File: src/swd_pkg.sv
package swd_pkg;

	// Width of a latched coordinate
	localparam int COORD_BITS = 16;
	// Width of a threshold register
	localparam int THR_BITS = 15;
	// Signed compare width that holds a coordinate and a zero-extended threshold
	localparam int CMP_BITS = ((COORD_BITS > THR_BITS) ? COORD_BITS : THR_BITS) + 1;
	// Raw event value width
	localparam int VAL_BITS = 16;

	// Event kinds
	typedef enum logic [2:0] {
		MODE_SLOT   = 3'd0,
		MODE_X      = 3'd1,
		MODE_Y      = 3'd2,
		MODE_TRACK  = 3'd3,
		MODE_BUTTON = 3'd4,
		MODE_OTHER  = 3'd5
	} mode_t;

	// Configuration register indexes
	typedef enum logic [2:0] {
		REG_ENABLE        = 3'd0,
		REG_SLEEP_ONLY    = 3'd1,
		REG_LEFT_TRIGGER  = 3'd2,
		REG_RIGHT_TRIGGER = 3'd3,
		REG_X_LIMIT       = 3'd4,
		REG_Y_LIMIT       = 3'd5
	} reg_idx_t;

	// Current configuration
	typedef struct packed {
		logic                enable;
		logic                sleep_only;
		logic [THR_BITS-1:0] left_trigger;
		logic [THR_BITS-1:0] right_trigger;
		logic [THR_BITS-1:0] x_limit;
		logic [THR_BITS-1:0] y_limit;
	} cfg_t;

	// One result word
	typedef struct packed {
		logic power_pulse;
		logic direction;
	} result_t;

	// Sign-extend or wrap a raw event value to coordinate width
	function automatic logic signed [COORD_BITS-1:0] to_coord(input logic [VAL_BITS-1:0] raw);
		logic signed [COORD_BITS-1:0] r;
		for (int i = 0; i < COORD_BITS; i++) begin
			r[i] = (i < VAL_BITS) ? raw[i] : raw[VAL_BITS-1];
		end
		return r;
	endfunction

	// Coordinate to compare width
	function automatic logic signed [CMP_BITS-1:0] sx(input logic signed [COORD_BITS-1:0] v);
		return CMP_BITS'(v);
	endfunction

	// Threshold to compare width
	function automatic logic signed [CMP_BITS-1:0] zx(input logic [THR_BITS-1:0] v);
		return $signed({{(CMP_BITS-THR_BITS){1'b0}}, v});
	endfunction

endpackage

File: src/swipe_wake_gesture_detector.sv
// Swipe gesture detector: takes one decoded touch event word per cycle while
// s_tready is high and returns one result word for each, in order. An event is
// held in the input register and is evaluated on its way into the output
// register; the output register lets a new word enter while a result waits to
// be taken. The gesture state (latched coordinates, barriers, armed flag)
// updates as a word moves from the input register to the output register.
// Configuration is to be written through the index/data port by the user only
// while no word is in flight; the block itself does not enforce it.
module swipe_wake_gesture_detector import swd_pkg::*; (
	input  logic                clk,
	input  logic                arst_n,
	input  logic                s_tvalid,
	output logic                s_tready,
	input  logic [23:0]         s_tdata,   // event_value[15:0], screen_off[16], zero pad
	input  logic [2:0]          s_tuser,   // mode[2:0]
	output logic                m_tvalid,
	input  logic                m_tready,
	output logic [7:0]          m_tdata,   // power_pulse[0], direction[1], zero pad
	input  logic                cfg_we,
	input  logic [2:0]          cfg_index,
	input  logic [THR_BITS-1:0] cfg_wdata
);

	cfg_t    cfg;
	result_t res;

	logic                s1_valid;
	logic [2:0]          mode_s1;
	logic [VAL_BITS-1:0] value_s1;
	logic                scr_off_s1;
	logic                out_valid_q;
	result_t             out_q;
	logic                adv;

	swd_cfg_regs u_cfg (
		.clk       (clk),
		.arst_n    (arst_n),
		.cfg_we    (cfg_we),
		.cfg_index (cfg_index),
		.cfg_wdata (cfg_wdata),
		.cfg       (cfg)
	);

	// Word moves on when the output register is free or being emptied
	assign adv      = s1_valid && (!out_valid_q || m_tready);
	assign s_tready = !s1_valid || adv;

	// Input register
	always_ff @(posedge clk or negedge arst_n) begin
		if (!arst_n) begin
			s1_valid <= 1'b0;
		end else if (s_tready) begin
			s1_valid <= s_tvalid;
		end
	end

	always_ff @(posedge clk) begin
		if (s_tready && s_tvalid) begin
			mode_s1    <= s_tuser;
			value_s1   <= s_tdata[VAL_BITS-1:0];
			scr_off_s1 <= s_tdata[VAL_BITS];
		end
	end

	swd_eval u_eval (
		.clk         (clk),
		.arst_n      (arst_n),
		.adv         (adv),
		.mode        (mode_s1),
		.event_value (value_s1),
		.screen_off  (scr_off_s1),
		.cfg         (cfg),
		.res         (res)
	);

	// Output register
	always_ff @(posedge clk or negedge arst_n) begin
		if (!arst_n) begin
			out_valid_q <= 1'b0;
		end else if (adv) begin
			out_valid_q <= 1'b1;
		end else if (m_tready) begin
			out_valid_q <= 1'b0;
		end
	end

	always_ff @(posedge clk) begin
		if (adv) begin
			out_q <= res;
		end
	end

	assign m_tvalid = out_valid_q;
	assign m_tdata  = {6'b0, out_q.direction, out_q.power_pulse};

`ifndef NO_ASSERTIONS
	// A waiting result is never overwritten
	a_no_overwrite: assert property (@(posedge clk) disable iff (!arst_n)
		out_valid_q && !m_tready |-> !adv)
		else $error("result overwritten while stalled");

	// Input register never accepts while holding a stalled word
	a_s1_hold: assert property (@(posedge clk) disable iff (!arst_n)
		s1_valid && out_valid_q && !m_tready |-> !s_tready)
		else $error("input register overrun");
`endif

endmodule

File: src/swd_cfg_regs.sv
module swd_cfg_regs import swd_pkg::*; (
	input  logic                clk,
	input  logic                arst_n,
	input  logic                cfg_we,
	input  logic [2:0]          cfg_index,
	input  logic [THR_BITS-1:0] cfg_wdata,
	output cfg_t                cfg
);

	cfg_t cfg_q;

	// Register file, written by index
	always_ff @(posedge clk or negedge arst_n) begin
		if (!arst_n) begin
			cfg_q.enable        <= 1'b1;
			cfg_q.sleep_only    <= 1'b1;
			cfg_q.left_trigger  <= THR_BITS'(60);
			cfg_q.right_trigger <= THR_BITS'(420);
			cfg_q.x_limit       <= THR_BITS'(480);
			cfg_q.y_limit       <= THR_BITS'(854);
		end else if (cfg_we) begin
			case (cfg_index)
				REG_ENABLE:        cfg_q.enable        <= cfg_wdata[0];
				REG_SLEEP_ONLY:    cfg_q.sleep_only    <= cfg_wdata[0];
				REG_LEFT_TRIGGER:  cfg_q.left_trigger  <= cfg_wdata;
				REG_RIGHT_TRIGGER: cfg_q.right_trigger <= cfg_wdata;
				REG_X_LIMIT:       cfg_q.x_limit       <= cfg_wdata;
				REG_Y_LIMIT:       cfg_q.y_limit       <= cfg_wdata;
				default: ;
			endcase
		end
	end

	assign cfg = cfg_q;

endmodule

File: src/swd_eval.sv
module swd_eval import swd_pkg::*; (
	input  logic                clk,
	input  logic                arst_n,
	input  logic                adv,
	input  logic [2:0]          mode,
	input  logic [VAL_BITS-1:0] event_value,
	input  logic                screen_off,
	input  cfg_t                cfg,
	output result_t             res
);

	logic signed [COORD_BITS-1:0] x_q, y_q, x_d, y_d;
	logic xs_q, ys_q, fb_q, sb_q, armed_q;
	logic xs_d, ys_d, fb_d, sb_d, armed_d;

	logic rearm_ev, both, wake_en, sleep_en, active;
	logic signed [CMP_BITS-1:0] x, y, lt, rt, xl, yl;
	logic y_ok, z1, z2, z3, fb_hit, sb_hit, fire;

	// Event decode and coordinate latch
	always_comb begin
		rearm_ev = (mode == MODE_SLOT) ||
			((mode == MODE_TRACK) && (event_value == {VAL_BITS{1'b1}})) ||
			((mode == MODE_BUTTON) && (event_value == '0));
		x_d  = (mode == MODE_X) ? to_coord(event_value) : x_q;
		y_d  = (mode == MODE_Y) ? to_coord(event_value) : y_q;
		both = !rearm_ev && (xs_q || (mode == MODE_X)) && (ys_q || (mode == MODE_Y));
	end

	// Zone tests against the newly latched pair
	always_comb begin
		x  = sx(x_d);
		y  = sx(y_d);
		lt = zx(cfg.left_trigger);
		rt = zx(cfg.right_trigger);
		xl = zx(cfg.x_limit);
		yl = zx(cfg.y_limit);
		wake_en  = screen_off && cfg.enable && !cfg.sleep_only;
		sleep_en = !screen_off && cfg.enable;
		y_ok = (y > 0) && (y < yl);
		if (wake_en) begin
			z1 = (x > 0) && (x < lt);
			z2 = (x > lt) && (x < rt);
			z3 = (x > rt);
		end else begin
			z1 = (x < xl) && (x > rt);
			z2 = (x < rt) && (x > lt);
			z3 = (x < lt);
		end
		active = both && (wake_en || sleep_en);
		fb_hit = fb_q || (z1 && y_ok);
		sb_hit = sb_q || (z2 && y_ok);
		fire   = active && fb_hit && sb_hit && z3 && y_ok && armed_q;
	end

	// Next state of the gesture tracker
	always_comb begin
		xs_d    = xs_q;
		ys_d    = ys_q;
		fb_d    = fb_q;
		sb_d    = sb_q;
		armed_d = armed_q;
		if (rearm_ev) begin
			armed_d = 1'b1;
			fb_d    = 1'b0;
			sb_d    = 1'b0;
		end else if (both) begin
			xs_d = 1'b0;
			ys_d = 1'b0;
			if (active && fb_hit) begin
				fb_d = 1'b1;
				if (sb_hit) begin
					sb_d = 1'b1;
				end
			end
			if (fire) begin
				armed_d = 1'b0;
			end
		end else begin
			xs_d = xs_q || (mode == MODE_X);
			ys_d = ys_q || (mode == MODE_Y);
		end
	end

	// Result for the word under evaluation
	always_comb begin
		res.power_pulse = fire;
		res.direction   = fire && !wake_en;
	end

	// State registers, moved on each advancing word
	always_ff @(posedge clk or negedge arst_n) begin
		if (!arst_n) begin
			x_q     <= '0;
			y_q     <= '0;
			xs_q    <= 1'b0;
			ys_q    <= 1'b0;
			fb_q    <= 1'b0;
			sb_q    <= 1'b0;
			armed_q <= 1'b1;
		end else if (adv) begin
			x_q     <= x_d;
			y_q     <= y_d;
			xs_q    <= xs_d;
			ys_q    <= ys_d;
			fb_q    <= fb_d;
			sb_q    <= sb_d;
			armed_q <= armed_d;
		end
	end

`ifndef NO_ASSERTIONS
	// A pulse needs the trigger armed and then disarms it
	a_pulse_disarms: assert property (@(posedge clk) disable iff (!arst_n)
		adv && res.power_pulse |=> !armed_q)
		else $error("pulse did not disarm the trigger");

	// A re-arm event clears both barriers
	a_rearm_clears: assert property (@(posedge clk) disable iff (!arst_n)
		adv && rearm_ev |=> armed_q && !fb_q && !sb_q)
		else $error("re-arm left barriers set");

	// The second barrier never stands without the first
	a_barrier_order: assert property (@(posedge clk) disable iff (!arst_n)
		sb_q |-> fb_q)
		else $error("second barrier set without first");

	// A completed pair is always consumed at once
	a_pair_consumed: assert property (@(posedge clk) disable iff (!arst_n)
		!(xs_q && ys_q))
		else $error("coordinate pair left pending");
`endif

endmodule

File: config.mk
export PLATFORM = sky130hd
export DESIGN_NAME = swipe_wake_gesture_detector
export DESIGN_NICKNAME = d
export VERILOG_FILES = /design/src/swd_pkg.sv /design/src/swipe_wake_gesture_detector.sv /design/src/swd_cfg_regs.sv /design/src/swd_eval.sv
export SDC_FILE = /design/constraint.sdc
export NUM_CORES = 1
export LEC_CHECK = 0
export ABC_AREA = 1
export BUFFER_PORTS_ARGS = -buffer_cell sky130_fd_sc_hd__buf_2
export CORE_UTILIZATION = 60
export CTS_CLUSTER_SIZE = 14
export DETAILED_ROUTE_END_ITERATION = 6
export GPL_ROUTABILITY_DRIVEN = 1
export PLACE_DENSITY = 0.82
export SYNTH_ARGS = -nofsm -noshare
export SYNTH_HDL_FRONTEND = slang
export SYNTH_SLANG_ARGS = --single-unit
File: constraint.sdc
create_clock -name clk -period 6.37 [get_ports clk]
set_input_delay 0.3185 -clock clk [delete_from_list [all_inputs] [get_ports clk]]
set_output_delay 0.3185 -clock clk [all_outputs]
set_load 0.01 [all_outputs]
==> out/summary.txt, run 1 <==
Sequential power share: 34.1%
Drt wl/cell: 14.7 um
Internal power: 2.11 mW
Clock latency at the later pin of the worst-skew pair: 0.42 ns
DIE HEIGHT: 110 um
Crit Path Max Fanout: 32
Net Sw Frac: 35.7%
Pins Over Slew Limit: 0
Area of the multi-input gates: 3030 um^2
Routed via count: 5526
Share of post-route cells with drive strength above 1: 15.6%
R2r startpoint: mode_s1[1]
Max rail drop VDD: 0.306 mV
Fin crit period: 3.26 ns
I/O pin count: 60
Total power divided by cell area: 418 nW/um^2
Starting density of the core: 62.8%
Max Cap Viol: 0
Worst Setup Path Type: reg -> reg
Final Hold Viols: 0
YS warnings: 0
RSZ-0062 raised after global routing: false
Hold Path Class: in -> reg
Vias per cell: 5.31
H-tree Lvls: 4
Worst EP arrival: 3.54 ns
Post-DRT Antenna Nets: 0
Status: complete, no violations
First-pass GRT wire length: 24700 um
Largest net degree at the start of global routing: 72
CTS root buffer: clkbuf_16
Final period util: 51.2%
Relative slew margins: 27.7%
Initial antenna violation count: 0
Buffer count from post-CTS setup fixing: 0
GR Overflow Total: 0
Port Buffers: 46
Slew of the pin with the lowest slew margin: 1.08 ns
Mapped Cells: 844
Reg2reg end: m_tdata[1]
Cell Area, Synth: 6960 um^2
Final setup margin: 3.11 ns
Post-CTS sizing: 0
Die area: 12000 um^2
Post-synthesis sequential area ratio: 46.2%
CP endpoint: m_tdata[1]
Fill cell count: 873
Placed Area: 7230 um^2
DR DRC count: 0
Number of global-route vias before repair: 5073
GR Util All Layers: 28.2%
Final setup violation count: 0
Synth-to-layout area growth: 12.6%
Crit. End Element: flip-flop
Origin of the worst setup path: mode_s1[1]
RePlAce Congestion: 0.845
Sum Neg Setup Slack: 0 ns
CTS tree: built
Worst EP required: 6.65 ns
Syn Area/Cell: 8.25 um^2
Psw: 1.17 mW
Final Instance Area: 7840 um^2
Setup Skew: 0.00589 ns
Clk pwr share: 30.1%
Number of DRC markers in iteration 0: 415
DRT Pass-1 Iters: 5
Post-synth cell types: 41
Die outline width: 110 um
Clock transition at path regs: 0.05 ns
F_max: 307 MHz
Setup WS pre-CTS: 3.18 ns
Flops & latches, synth: 123
# diodes: 0
Hpwl dp: 10800 um
Pleak: 4.11 nW
Core Rows: 38
Total Nets Final: 995
Core Region: 11100 um^2
Reg2Reg Depth: 19
Comb power frac: 35.8%
Detailed Route WL: 15300 um
Clock Path Buffers: 2
Worst Setup Start Kind: flip-flop
R2R setup slack: 3.11 ns
CTS Buf Count: 17
Fin util: 70.8%
FF+latch area: 3210 um^2
Clock sinks: 123
-- power by group through the flow --
stage,Combinational [mW],Clock [mW],Sequential [mW]
floorplan,0.889,0,1.10
finish,1.17,0.988,1.12
global placement,1.10,0,1.12
CTS,1.17,1.00,1.11
global route,1.37,1.03,1.14
detailed placement,1.14,0,1.12
-- stage by stage --
step	power [mW]	hold WS [ns]	std cells
2_1_floorplan	1.99	0.0229	849
3_3_place_gp	2.22	0.271	1007
3_5_place_dp	2.27	0.267	1007
4_1_cts	3.29	0.0497	1040
5_1_grt	3.54	0.0541	1040
6_report	3.28	0.0696	1040
-- synthesized netlist by cell type --
| cell type | count | area share [%] |
|---|---|---|
| o21ai_4 | 1 | 0.23 |
| inv_1 | 135 | 7.3 |
| edfxtp_1 | 22 | 9.5 |
| nor2_2 | 1 | 0.090 |
| nand4_2 | 1 | 0.18 |
| o21ai_1 | 9 | 0.65 |
| a21oi_1 | 25 | 1.8 |
| nand2_1 | 239 | 13 |
| nand3_4 | 2 | 0.50 |
| nand3_2 | 2 | 0.29 |
| and2_1 | 1 | 0.090 |
| nor2_1 | 38 | 2.0 |
| and2_4 | 1 | 0.13 |
| nor4_1 | 6 | 0.54 |
| a211oi_1 | 6 | 0.65 |
| buf_6 | 2 | 0.32 |
| o21a_1 | 4 | 0.43 |
| buf_8 | 1 | 0.22 |
| o21ai_0 | 79 | 5.7 |
| a21boi_1 | 1 | 0.11 |
| clkbuf_1 | 18 | 0.97 |
| o21ai_2 | 18 | 2.3 |
| o21bai_2 | 1 | 0.16 |
| nor3_1 | 4 | 0.29 |
| nand3_1 | 18 | 1.3 |
| o211ai_1 | 1 | 0.11 |
| dfrtp_1 | 80 | 29 |
| a211oi_2 | 1 | 0.18 |
| ha_1 | 58 | 10 |
| nand4_1 | 13 | 1.2 |
| dfstp_2 | 21 | 7.9 |
| nand2_2 | 4 | 0.36 |
| conb_1 | 1 | 0.054 |
| o21bai_1 | 1 | 0.11 |
| buf_4 | 9 | 0.97 |
| a31oi_1 | 2 | 0.18 |
| a22o_1 | 1 | 0.13 |
| nand3b_1 | 1 | 0.11 |
| inv_2 | 14 | 0.76 |
| clkinv_1 | 1 | 0.054 |
| a21o_1 | 1 | 0.11 |
-- cells by family after synthesis --
kind of cell | count (synthesis) | synth area share, %
compound gates | 151 | 12.8
other cells | 1 | 0.0539
flops | 123 | 46.2
simple gates | 331 | 20.0
fa+ha+maj | 58 | 10.4
buf+inv | 180 | 10.6
-- critical path, cell delays in order (launching register included) --
cell and delay [ns]:
edfxtp_1 0.47, inv_2 0.14, nand3_4 0.35, o21ai_2 0.47, ha_1 0.33, a21oi_1 0.16
nor2_1 0.05, nor2_1 0.09, nand2_1 0.06, nand2_1 0.05, nand2_1 0.04, nand2_1 0.06
nand2_1 0.05, nand2_1 0.06, nand2_1 0.07, nor2_1 0.14, nand3_1 0.12, nand2_1 0.11
nand4_2 0.15, nor2_1 0.12
-- what timing repair did --
item                       CTS  global route
hold buffers                 1             0
hold endpoints to repair    17             0
setup endpoints to repair    0             0
-- worst min-delay path by stage --
stage,from,to,slack [ns],depth (start not counted)
floorplan,arst_n,m_tvalid,0.02,0
global placement,arst_n,u_cfg.cfg[40],0.27,1
detailed placement,arst_n,u_cfg.cfg[40],0.27,1
CTS,s_tdata[16],scr_off_s1,0.05,1
global route,s_tdata[16],scr_off_s1,0.05,1
finish,s_tdata[5],value_s1[5],0.07,1
-- cell type report --
type | instances | share of cell area (%)
inverter | 150 | 7.18
clock buffer | 22 | 5.79
timing repair buffer | 49 | 3.29
clock inverter | 10 | 1.87
multi-input combinational | 546 | 38.6
sequential | 123 | 41.0
tap | 140 | 2.23
-- registers in the layout, indices dropped and copies added, names as in the netlist, 2 cells and up --
| signal | cells |
|---|---|
| u_eval.x_q | 16 |
| u_eval.y_q | 16 |
| u_cfg.cfg | 62 |
| mode_s1 | 3 |
| value_s1 | 16 |
| m_tdata | 2 |
-- cells in the final DEF, fill, tap and decap left out, drive strengths merged, types with 4 or more instances in the layout --
| cell | count |
|---|---|
| a21oi | 25 |
| buf | 48 |
| conb | 6 |
| nand2 | 243 |
| edfxtp | 22 |
| o21ai | 107 |
| nor2 | 39 |
| a211oi | 7 |
| clkinv | 7 |
| o21a | 4 |
| nand3 | 22 |
| clkbuf | 22 |
| nand4 | 14 |
| bufinv | 4 |
| dfstp | 21 |
| nor3 | 4 |
| dfrtp | 80 |
| ha | 58 |
| nor4 | 6 |
| inv | 149 |
-- routing by layer --
layer | share of wire [%] | track usage, % | routed length [um]
met1 | 46 | 37.7 | 6960
met2 | 48 | 45.2 | 7330
met3 | 4.8 | 6.76 | 728
met4 | 1.8 | 9.71 | 275
met5 | 0 | 0 | 0
Note: power is estimated with default switching activity, not from simulation.
==> run 2: changes to the inputs <==
--- a/config.mk
+++ b/config.mk
@@ -5,13 +5,13 @@
 export SDC_FILE = /design/constraint.sdc
 export NUM_CORES = 1
 export LEC_CHECK = 0
-export ABC_AREA = 1
+export ABC_AREA = 0
 export BUFFER_PORTS_ARGS = -buffer_cell sky130_fd_sc_hd__buf_2
-export CORE_UTILIZATION = 60
+export CORE_UTILIZATION = 54
 export CTS_CLUSTER_SIZE = 14
 export DETAILED_ROUTE_END_ITERATION = 6
 export GPL_ROUTABILITY_DRIVEN = 1
-export PLACE_DENSITY = 0.82
+export PLACE_DENSITY = 0.78
 export SYNTH_ARGS = -nofsm -noshare
 export SYNTH_HDL_FRONTEND = slang
 export SYNTH_SLANG_ARGS = --single-unit
==> constraint.sdc (replaced) <==
create_clock -name clk -period 2.85 [get_ports clk]
set_input_delay 0.1425 -clock clk [delete_from_list [all_inputs] [get_ports clk]]
set_output_delay 0.1425 -clock clk [all_outputs]
set_load 0.01 [all_outputs]
==> run 2 against run 1 <==
Effect of this change: the run now ends with negative hold slack, negative setup slack left; first-iteration DRC count rose by 15%; register-to-register slack lost 3.6 ns; maximum frequency down 3.0%; total power is 130% higher; final cell count decreased by 8.2%; worst hold slack lost 0.082 ns; synthesized area is 4.0% lower; critical path depth decreased by 6; non-clock buffer count is 104 higher; combinational power rose by 130%; sequential power rose by 120%; global-route usage rose by 2.8 points; critical path type unchanged; largest cell class is now multi-input combinational cells.
==> out/summary.txt, run 2 <==
Post-synth cell types: 53 (+29%)
R2R setup slack: -0.51 ns (-3.62 ns)
Pins Over Slew Limit: 0 (unchanged)
Vias per cell: 5.90 (+11%)
Clock sinks: 123 (unchanged)
Most frequent cells in the layout: nand2_1, dfrtp_1, buf_4
Synth-to-layout area growth: 36.3%
DIE HEIGHT: 113 um (+3.2%)
Drt wl/cell: 20.8 um (+41%)
CP max-delay cell: edfxtp_1
Leading post-synthesis cells by cell area: dfrtp_1, mux2_2, ha_1
Yosys top cell by area: dfrtp_1
Hold Crit Start: cfg_wdata[8]
Top cell by count, worst path: buf_4
Die area: 12800 um^2 (+6.6%)
Largest net degree at the start of global routing: 102 (+42%)
Core Region: 12000 um^2 (+8.4%)
R2r startpoint: mode_s1[0]
Worst Setup Start Kind: flip-flop
Clock transition at path regs: 0.06 ns (about the same)
DRT Pass-1 Iters: 6 (+1)
Final period util: 118% (+67 points)
Cell Area, Synth: 6680 um^2 (-4.0%)
Slew of the pin with the lowest slew margin: 0.944 ns (-0.138 ns)
Worst Hold End: u_cfg.cfg[23]
Port Buffers: 46 (unchanged)
Status: finished with violations
Crit-path max cell delay: 0.35 ns (-0.12 ns)
Post-DRT Antenna Nets: 0 (unchanged)
Relative slew margins: 37.1% (+9.4 points)
Top cells by count, synth: nand2_1, dfrtp_1, mux2_2
Hold Slack: -0.0127 ns (-0.0823 ns)
GR Overflow Total: 0 (unchanged)
Violated checks: negative hold slack, negative setup slack
CTS Buf Count: 17 (unchanged)
Post-synth EDFFs: 22 (unchanged)
Fin crit period: 3.36 ns (+0.100 ns)
Primary FF master, synth: dfrtp_1
CTS root buffer: clkbuf_16
Hold depth: 3 (+2)
Total Nets Final: 903 (-9.2%)
Mapped Cells: 642 (-24%)
GR Util All Layers: 31.0% (+2.8 points)
Die outline width: 113 um (+3.2%)
Initial antenna violation count: 0 (unchanged)
Max rail drop VDD: 0.548 mV (+79%)
Final setup violation count: 5 (+5)
Final setup margin: -0.512 ns (-3.62 ns)
Setup Skew: 0.00704 ns (+0.00115 ns)
H-tree Lvls: 4 (unchanged)
Clock latency at the later pin of the worst-skew pair: 0.44 ns (+0.02 ns)
Placed Cells incl. Taps: 869 (-14%)
DR DRC count: 0 (unchanged)
Clock Path Buffers: 2 (unchanged)
Worst EP arrival: 3.62 ns (+0.08 ns)
RSZ-0062 raised after global routing: true
Number of DRC markers in iteration 0: 479 (+15%)
Total power divided by cell area: 824 nW/um^2 (+97%)
Tot Pwr: 7.51 mW (+130%)
Asr flop ratio synth: 82.1% (unchanged)
Max FFs per register: 62 (unchanged)
Pleak: 4.15 nW (+1.0%)
Crit. End Element: flip-flop
Reg2reg end: m_tdata[1]
Post-synthesis sequential area ratio: 48.1% (+1.9 points)
Flops & latches, synth: 123 (unchanged)
Final Hold Viols: 2 (+2)
Post-synth top area share: 30.0% (+1.2 points)
Starting density of the core: 55.6% (-7.2 points)
Count leader, synth: nand2_1
Worst Setup Path Type: reg -> reg
Detailed Route WL: 19900 um (+30%)
Placed Area: 7610 um^2 (+5.3%)
RePlAce Congestion: 0.886 (+4.9%)
Routed via count: 5638 (+2.0%)
Hold Path Class: in -> reg
Worst EP required: 3.11 ns (-3.54 ns)
Hpwl dp: 12600 um (+17%)
I/O pin count: 60 (unchanged)
F_max: 297 MHz (-3.0%)
Reg2Reg Depth: 13 (-6)
CP top delay family: simple AND/OR/NAND/NOR gates
Max Cap Viol: 0 (unchanged)
Syn Area/Cell: 10.4 um^2 (+26%)
Share of post-route cells with drive strength above 1: 36.8% (+21 points)
Final cell count without fillers: 955 (-8.2%)
Critical-path cell list: buf_4 > nor3b_4 > buf_12 > buf_4 > mux2_4 > ha_4 > nand4_1 > nor3_2 > a21boi_4 > o31ai_4 > a311oi_2 > o31ai_2 > nor4b_2
First-pass GRT wire length: 29500 um (+19%)
Final Instance Area: 9110 um^2 (+16%)
YS warnings: 0 (unchanged)
Core Rows: 40 (+5.3%)
Number of global-route vias before repair: 5691 (+12%)
Fill cell count: 729 (-16%)
Commonest non-fill, non-tap cell in the layout: nand2_1
Crit Path Max Fanout: 8 (-75%)
Worst path bufs/invs: 3 (+2)
# diodes: 0 (unchanged)
CTS tree: built
[run 2: cell types whose count changed in the layout (fill, tap and decap cells not counted), moves of 23 or more]
cell           delta
ha_1             -24
inv_1            -75
ha_4             +23
mux2_2           +51
nor2_1           -31
buf_4            +64
o21ai_0          -48
dlygate4sd3_1    +32
nand2_1         -114
[run 2: what timing repair did]
item	CTS	global route
endpoints found under the setup margin	5	5
gates resized for setup	22	34
pin swaps	11	12
endpoints found under the hold margin	121	0
hold buffers	33	0
gates cloned	1	0
buffers inserted	13	8
[run 2: logic make-up after synthesis]
kind of cell / count (synthesis) / synth area share, %
simple gates: 211 / 15.1
buf+inv: 84 / 5.11
fa+ha+maj: 58 / 10.9
other cells: 1 / 0.0561
mux: 71 / 11.9
compound gates: 94 / 8.91
flops: 123 / 48.1
[run 2: worst reg2reg max path, cell delays in order, from the launching register on]
cell and delay (ns):
edfxtp_1 0.35, buf_4 0.12, nor3b_4 0.28, buf_12 0.18, buf_4 0.12, mux2_4 0.34
ha_4 0.28, nand4_1 0.17, nor3_2 0.25, a21boi_4 0.27, o31ai_4 0.10, a311oi_2 0.34
o31ai_2 0.15, nor4b_2 0.25
[run 2: metal layers]
metal  wire length (um)  track usage [%]
met1               8100             39.3
met2              10000             51.3
met3               1160             6.21
met4                560             14.5
met5                  0                0
[run 2: final cells by class]
type,instances,area [um^2],share of cell area [%]
multi-input combinational,440,3690,40.6
sequential,123,3210,35.3
timing repair buffer,153,1170,12.8
clock buffer,18,439,4.82
inverter,60,225,2.47
tap,147,184,2.02
clock inverter,14,183,2.01
[run 2: stage by stage]
| stage | setup WS, ns | utilization [%] | TNS, ns |
|---|---|---|---|
| 6_report | -0.512 | 75.8 | -2.29 |
| 5_1_grt | -0.584 | 75.8 | -2.69 |
| 4_1_cts | -0.385 | 73.5 | -1.70 |
| 3_5_place_dp | -0.534 | 63.4 | -2.57 |
| 3_3_place_gp | -0.424 | 63.4 | -1.69 |
| 2_1_floorplan | -0.290 | - | -1.29 |
[run 2: how the worst max path moves through the flow]
| stage | startpoint | endpoint | slack [ns] | cells after the start |
|---|---|---|---|---|
| after floorplan | mode_s1[2] | m_tdata[1] | -0.29 | 12 |
| after global placement | mode_s1[2] | m_tdata[1] | -0.42 | 10 |
| after detailed placement | mode_s1[2] | m_tdata[0] | -0.53 | 10 |
| after CTS | mode_s1[1] | m_tdata[1] | -0.39 | 12 |
| after global routing | mode_s1[0] | m_tdata[1] | -0.58 | 13 |
| final | mode_s1[0] | m_tdata[1] | -0.51 | 13 |
[run 2: report_power, final]
group	internal (mW)	switching, mW
clock network	1.42	0.882
logic	1.32	1.40
registers	2.21	0.286
total	4.94	2.57
==> run 3: changes to the inputs <==
--- a/config.mk
+++ b/config.mk
@@ -5,7 +5,7 @@
 export SDC_FILE = /design/constraint.sdc
 export NUM_CORES = 1
 export LEC_CHECK = 0
-export ABC_AREA = 0
+export ABC_AREA = 1
 export BUFFER_PORTS_ARGS = -buffer_cell sky130_fd_sc_hd__buf_2
 export CORE_UTILIZATION = 54
 export CTS_CLUSTER_SIZE = 14
==> run 3 against run 2 <==
Effect of this change: the run ends with design-rule violations, negative setup slack left; largest cell class unchanged; register-to-register slack gained 0.46 ns; critical endpoint is now u_eval.armed_q; total power grew 13%; setup slack gained 0.46 ns; largest power group unchanged.
==> out/summary.txt, run 3 (synthesis results as in run 1) <==
Status: finished with violations
Violated checks: design-rule violations, negative setup slack
Share of post-route cells with drive strength above 1: 24.2% (-13 points)
Worst EP required: 3.21 ns (+0.10 ns)
Initial antenna violation count: 0 (unchanged)
DR DRC count: 2 (+2)
Die outline width: 116 um (+2.0%)
Setup Skew: 0.0105 ns (+0.00342 ns)
DRT Pass-1 Iters: 7 (+1)
CTS tree: built
Setup WS pre-CTS: 0.00395 ns (+0.538 ns)
Detailed Route WL: 18200 um (-8.2%)
GR Overflow Total: 0 (unchanged)
Placed Cells incl. Taps: 1054 (+21%)
Die area: 13300 um^2 (+4.1%)
Hold Path Class: in -> reg
Worst Setup Start Kind: flip-flop
Max FFs per register: 62 (unchanged)
Placed Area: 7410 um^2 (-2.7%)
H-tree Lvls: 4 (unchanged)
I/O pin count: 60 (unchanged)
Crit. End Element: flip-flop
Port Buffers: 46 (unchanged)
Max Cap Viol: 0 (unchanged)
CTS Buf Count: 17 (unchanged)
CTS root buffer: clkbuf_16
Slew of the pin with the lowest slew margin: 0.977 ns (+0.0331 ns)
Synth-to-layout area growth: 28.4%
Final Hold Viols: 0 (-2)
Hpwl dp: 11200 um (-11%)
Final Instance Area: 8940 um^2 (-1.9%)
Final setup margin: -0.0491 ns (+0.462 ns)
GR Util All Layers: 26.9% (-4.1 points)
Core Region: 12600 um^2 (+4.6%)
Total power divided by cell area: 950 nW/um^2 (+15%)
Final setup violation count: 2 (-3)
Clock Path Buffers: 2 (unchanged)
Largest net degree at the start of global routing: 56 (-45%)
Post-DRT Antenna Nets: 0 (unchanged)
Crit Path Max Fanout: 7 (-1)
Commonest non-fill, non-tap cell in the layout: nand2_1
Clock transition at path regs: 0.06 ns (about the same)
Max rail drop VDD: 0.706 mV (+29%)
Final cell count without fillers: 1125 (+18%)
Number of global-route vias before repair: 5773 (+1.4%)
Worst EP arrival: 3.26 ns (-0.36 ns)
Core Rows: 41 (+2.5%)
Routed via count: 6048 (+7.3%)
RePlAce Congestion: 0.905 (+2.2%)
Vias per cell: 5.38 (-8.9%)
Clock sinks: 123 (unchanged)
Number of DRC markers in iteration 0: 510 (+6.5%)
Relative slew margins: 34.7% (-2.4 points)
Fin crit period: 2.90 ns (-0.462 ns)
Pins Over Slew Limit: 0 (unchanged)
RSZ-0062 raised after global routing: true
Most frequent cells in the layout: nand2_1, inv_1, dfrtp_1
DIE HEIGHT: 116 um (+2.0%)
Total Nets Final: 1048 (+16%)
F_max: 345 MHz (+16%)
Starting density of the core: 55.4% (-0.25 points)
Final period util: 102% (-16 points)
Worst Setup Path Type: reg -> reg
Drt wl/cell: 16.2 um (-22%)
Pleak: 4.47 nW (+7.6%)
First-pass GRT wire length: 27300 um (-7.5%)
Clock latency at the later pin of the worst-skew pair: 0.43 ns (about the same)
# diodes: 0 (unchanged)
run 3: cell types whose count changed in the layout (fill, tap and decap cells not counted), moves of 17 or more:
cell	delta
nor2_1	+29
inv_2	+17
nand2_1	+101
o21ai_0	+46
buf_4	-43
mux2_2	-51
inv_1	+72
run 3: where the power goes:
group	internal, mW	switching [mW]	leakage (nW)	total, mW
logic	1.36	1.97	2.67	3.33
clock network	1.82	0.819	0.346	2.64
registers	2.26	0.265	1.46	2.52
total	5.44	3.05	4.47	8.49
run 3: final cells by class:
cell class | instances | area, um^2
Inverter | 150 | 563
Clock inverter | 15 | 292
Tap cell | 172 | 215
Fill cell | 875 | 3630
Timing Repair Buffer | 101 | 793
Multi-Input combinational cell | 547 | 3430
Clock buffer | 17 | 425
Sequential cell | 123 | 3210
run 3: metrics by stage:
step	power (mW)	utilization (%)	TNS (ns)	hold slack, ns
floorplan	4.44	-	0	-0.153
global placement	5.02	58.9	0	0.234
detailed placement	5.14	58.9	0	0.239
CTS	7.87	66.5	0	0.00123
global route	9.06	71.1	-0.783	0.0238
finish	8.49	71.1	-0.0927	0.00839
run 3: final timing paths:
path | start | endpoint | slack, ns | cells past startpoint
worst min-delay path | cfg_wdata[8] | u_cfg.cfg[38] | 0.008 | 3
worst min register to register | u_eval.y_q[3] | u_eval.y_q[3] | 0.48 | 2
worst max-delay path | mode_s1[1] | u_eval.armed_q | -0.05 | 19
worst max register to register | mode_s1[1] | u_eval.armed_q | -0.05 | 19
min in group asynchronous | arst_n | u_cfg.cfg[54] | 0.32 | 2
max in group asynchronous | arst_n | u_cfg.cfg[2] | 1.77 | 3
run 3: critical path, cell delays in order, from the launching register on:
cell and delay [ns]:
edfxtp_1 0.40, inv_2 0.14, nand3_4 0.17, nand2_1 0.12, o21a_1 0.21, inv_2 0.09, ha_1 0.32, nand2_1 0.10
o21ai_2 0.15, nand2_1 0.07, nand3_1 0.08, nand2_1 0.08, nand3_2 0.08, nand3_1 0.09, nor2_2 0.15, nand3_1 0.09
nand2_1 0.13, nand4_4 0.13, o21bai_4 0.16, nand2_1 0.06
run 3: repair_timing:
| item | CTS | global route |
|---|---|---|
| endpoints found under the setup margin | 1 | 5 |
| endpoints found under the hold margin | 61 | 0 |
| setup buffers | 0 | 14 |
| hold buffers | 23 | 0 |
| pin swaps | 0 | 14 |
| gates resized for setup | 1 | 79 |
| cloned | 0 | 2 |
run 3: metal layers:
layer	share of wire, %	vias up	track usage (%)
li1	-	2886	-
met1	42	2873	34.7
met2	49	233	44.1
met3	6.0	56	5.81
met4	3.2	0	11.1
met5	0	-	0
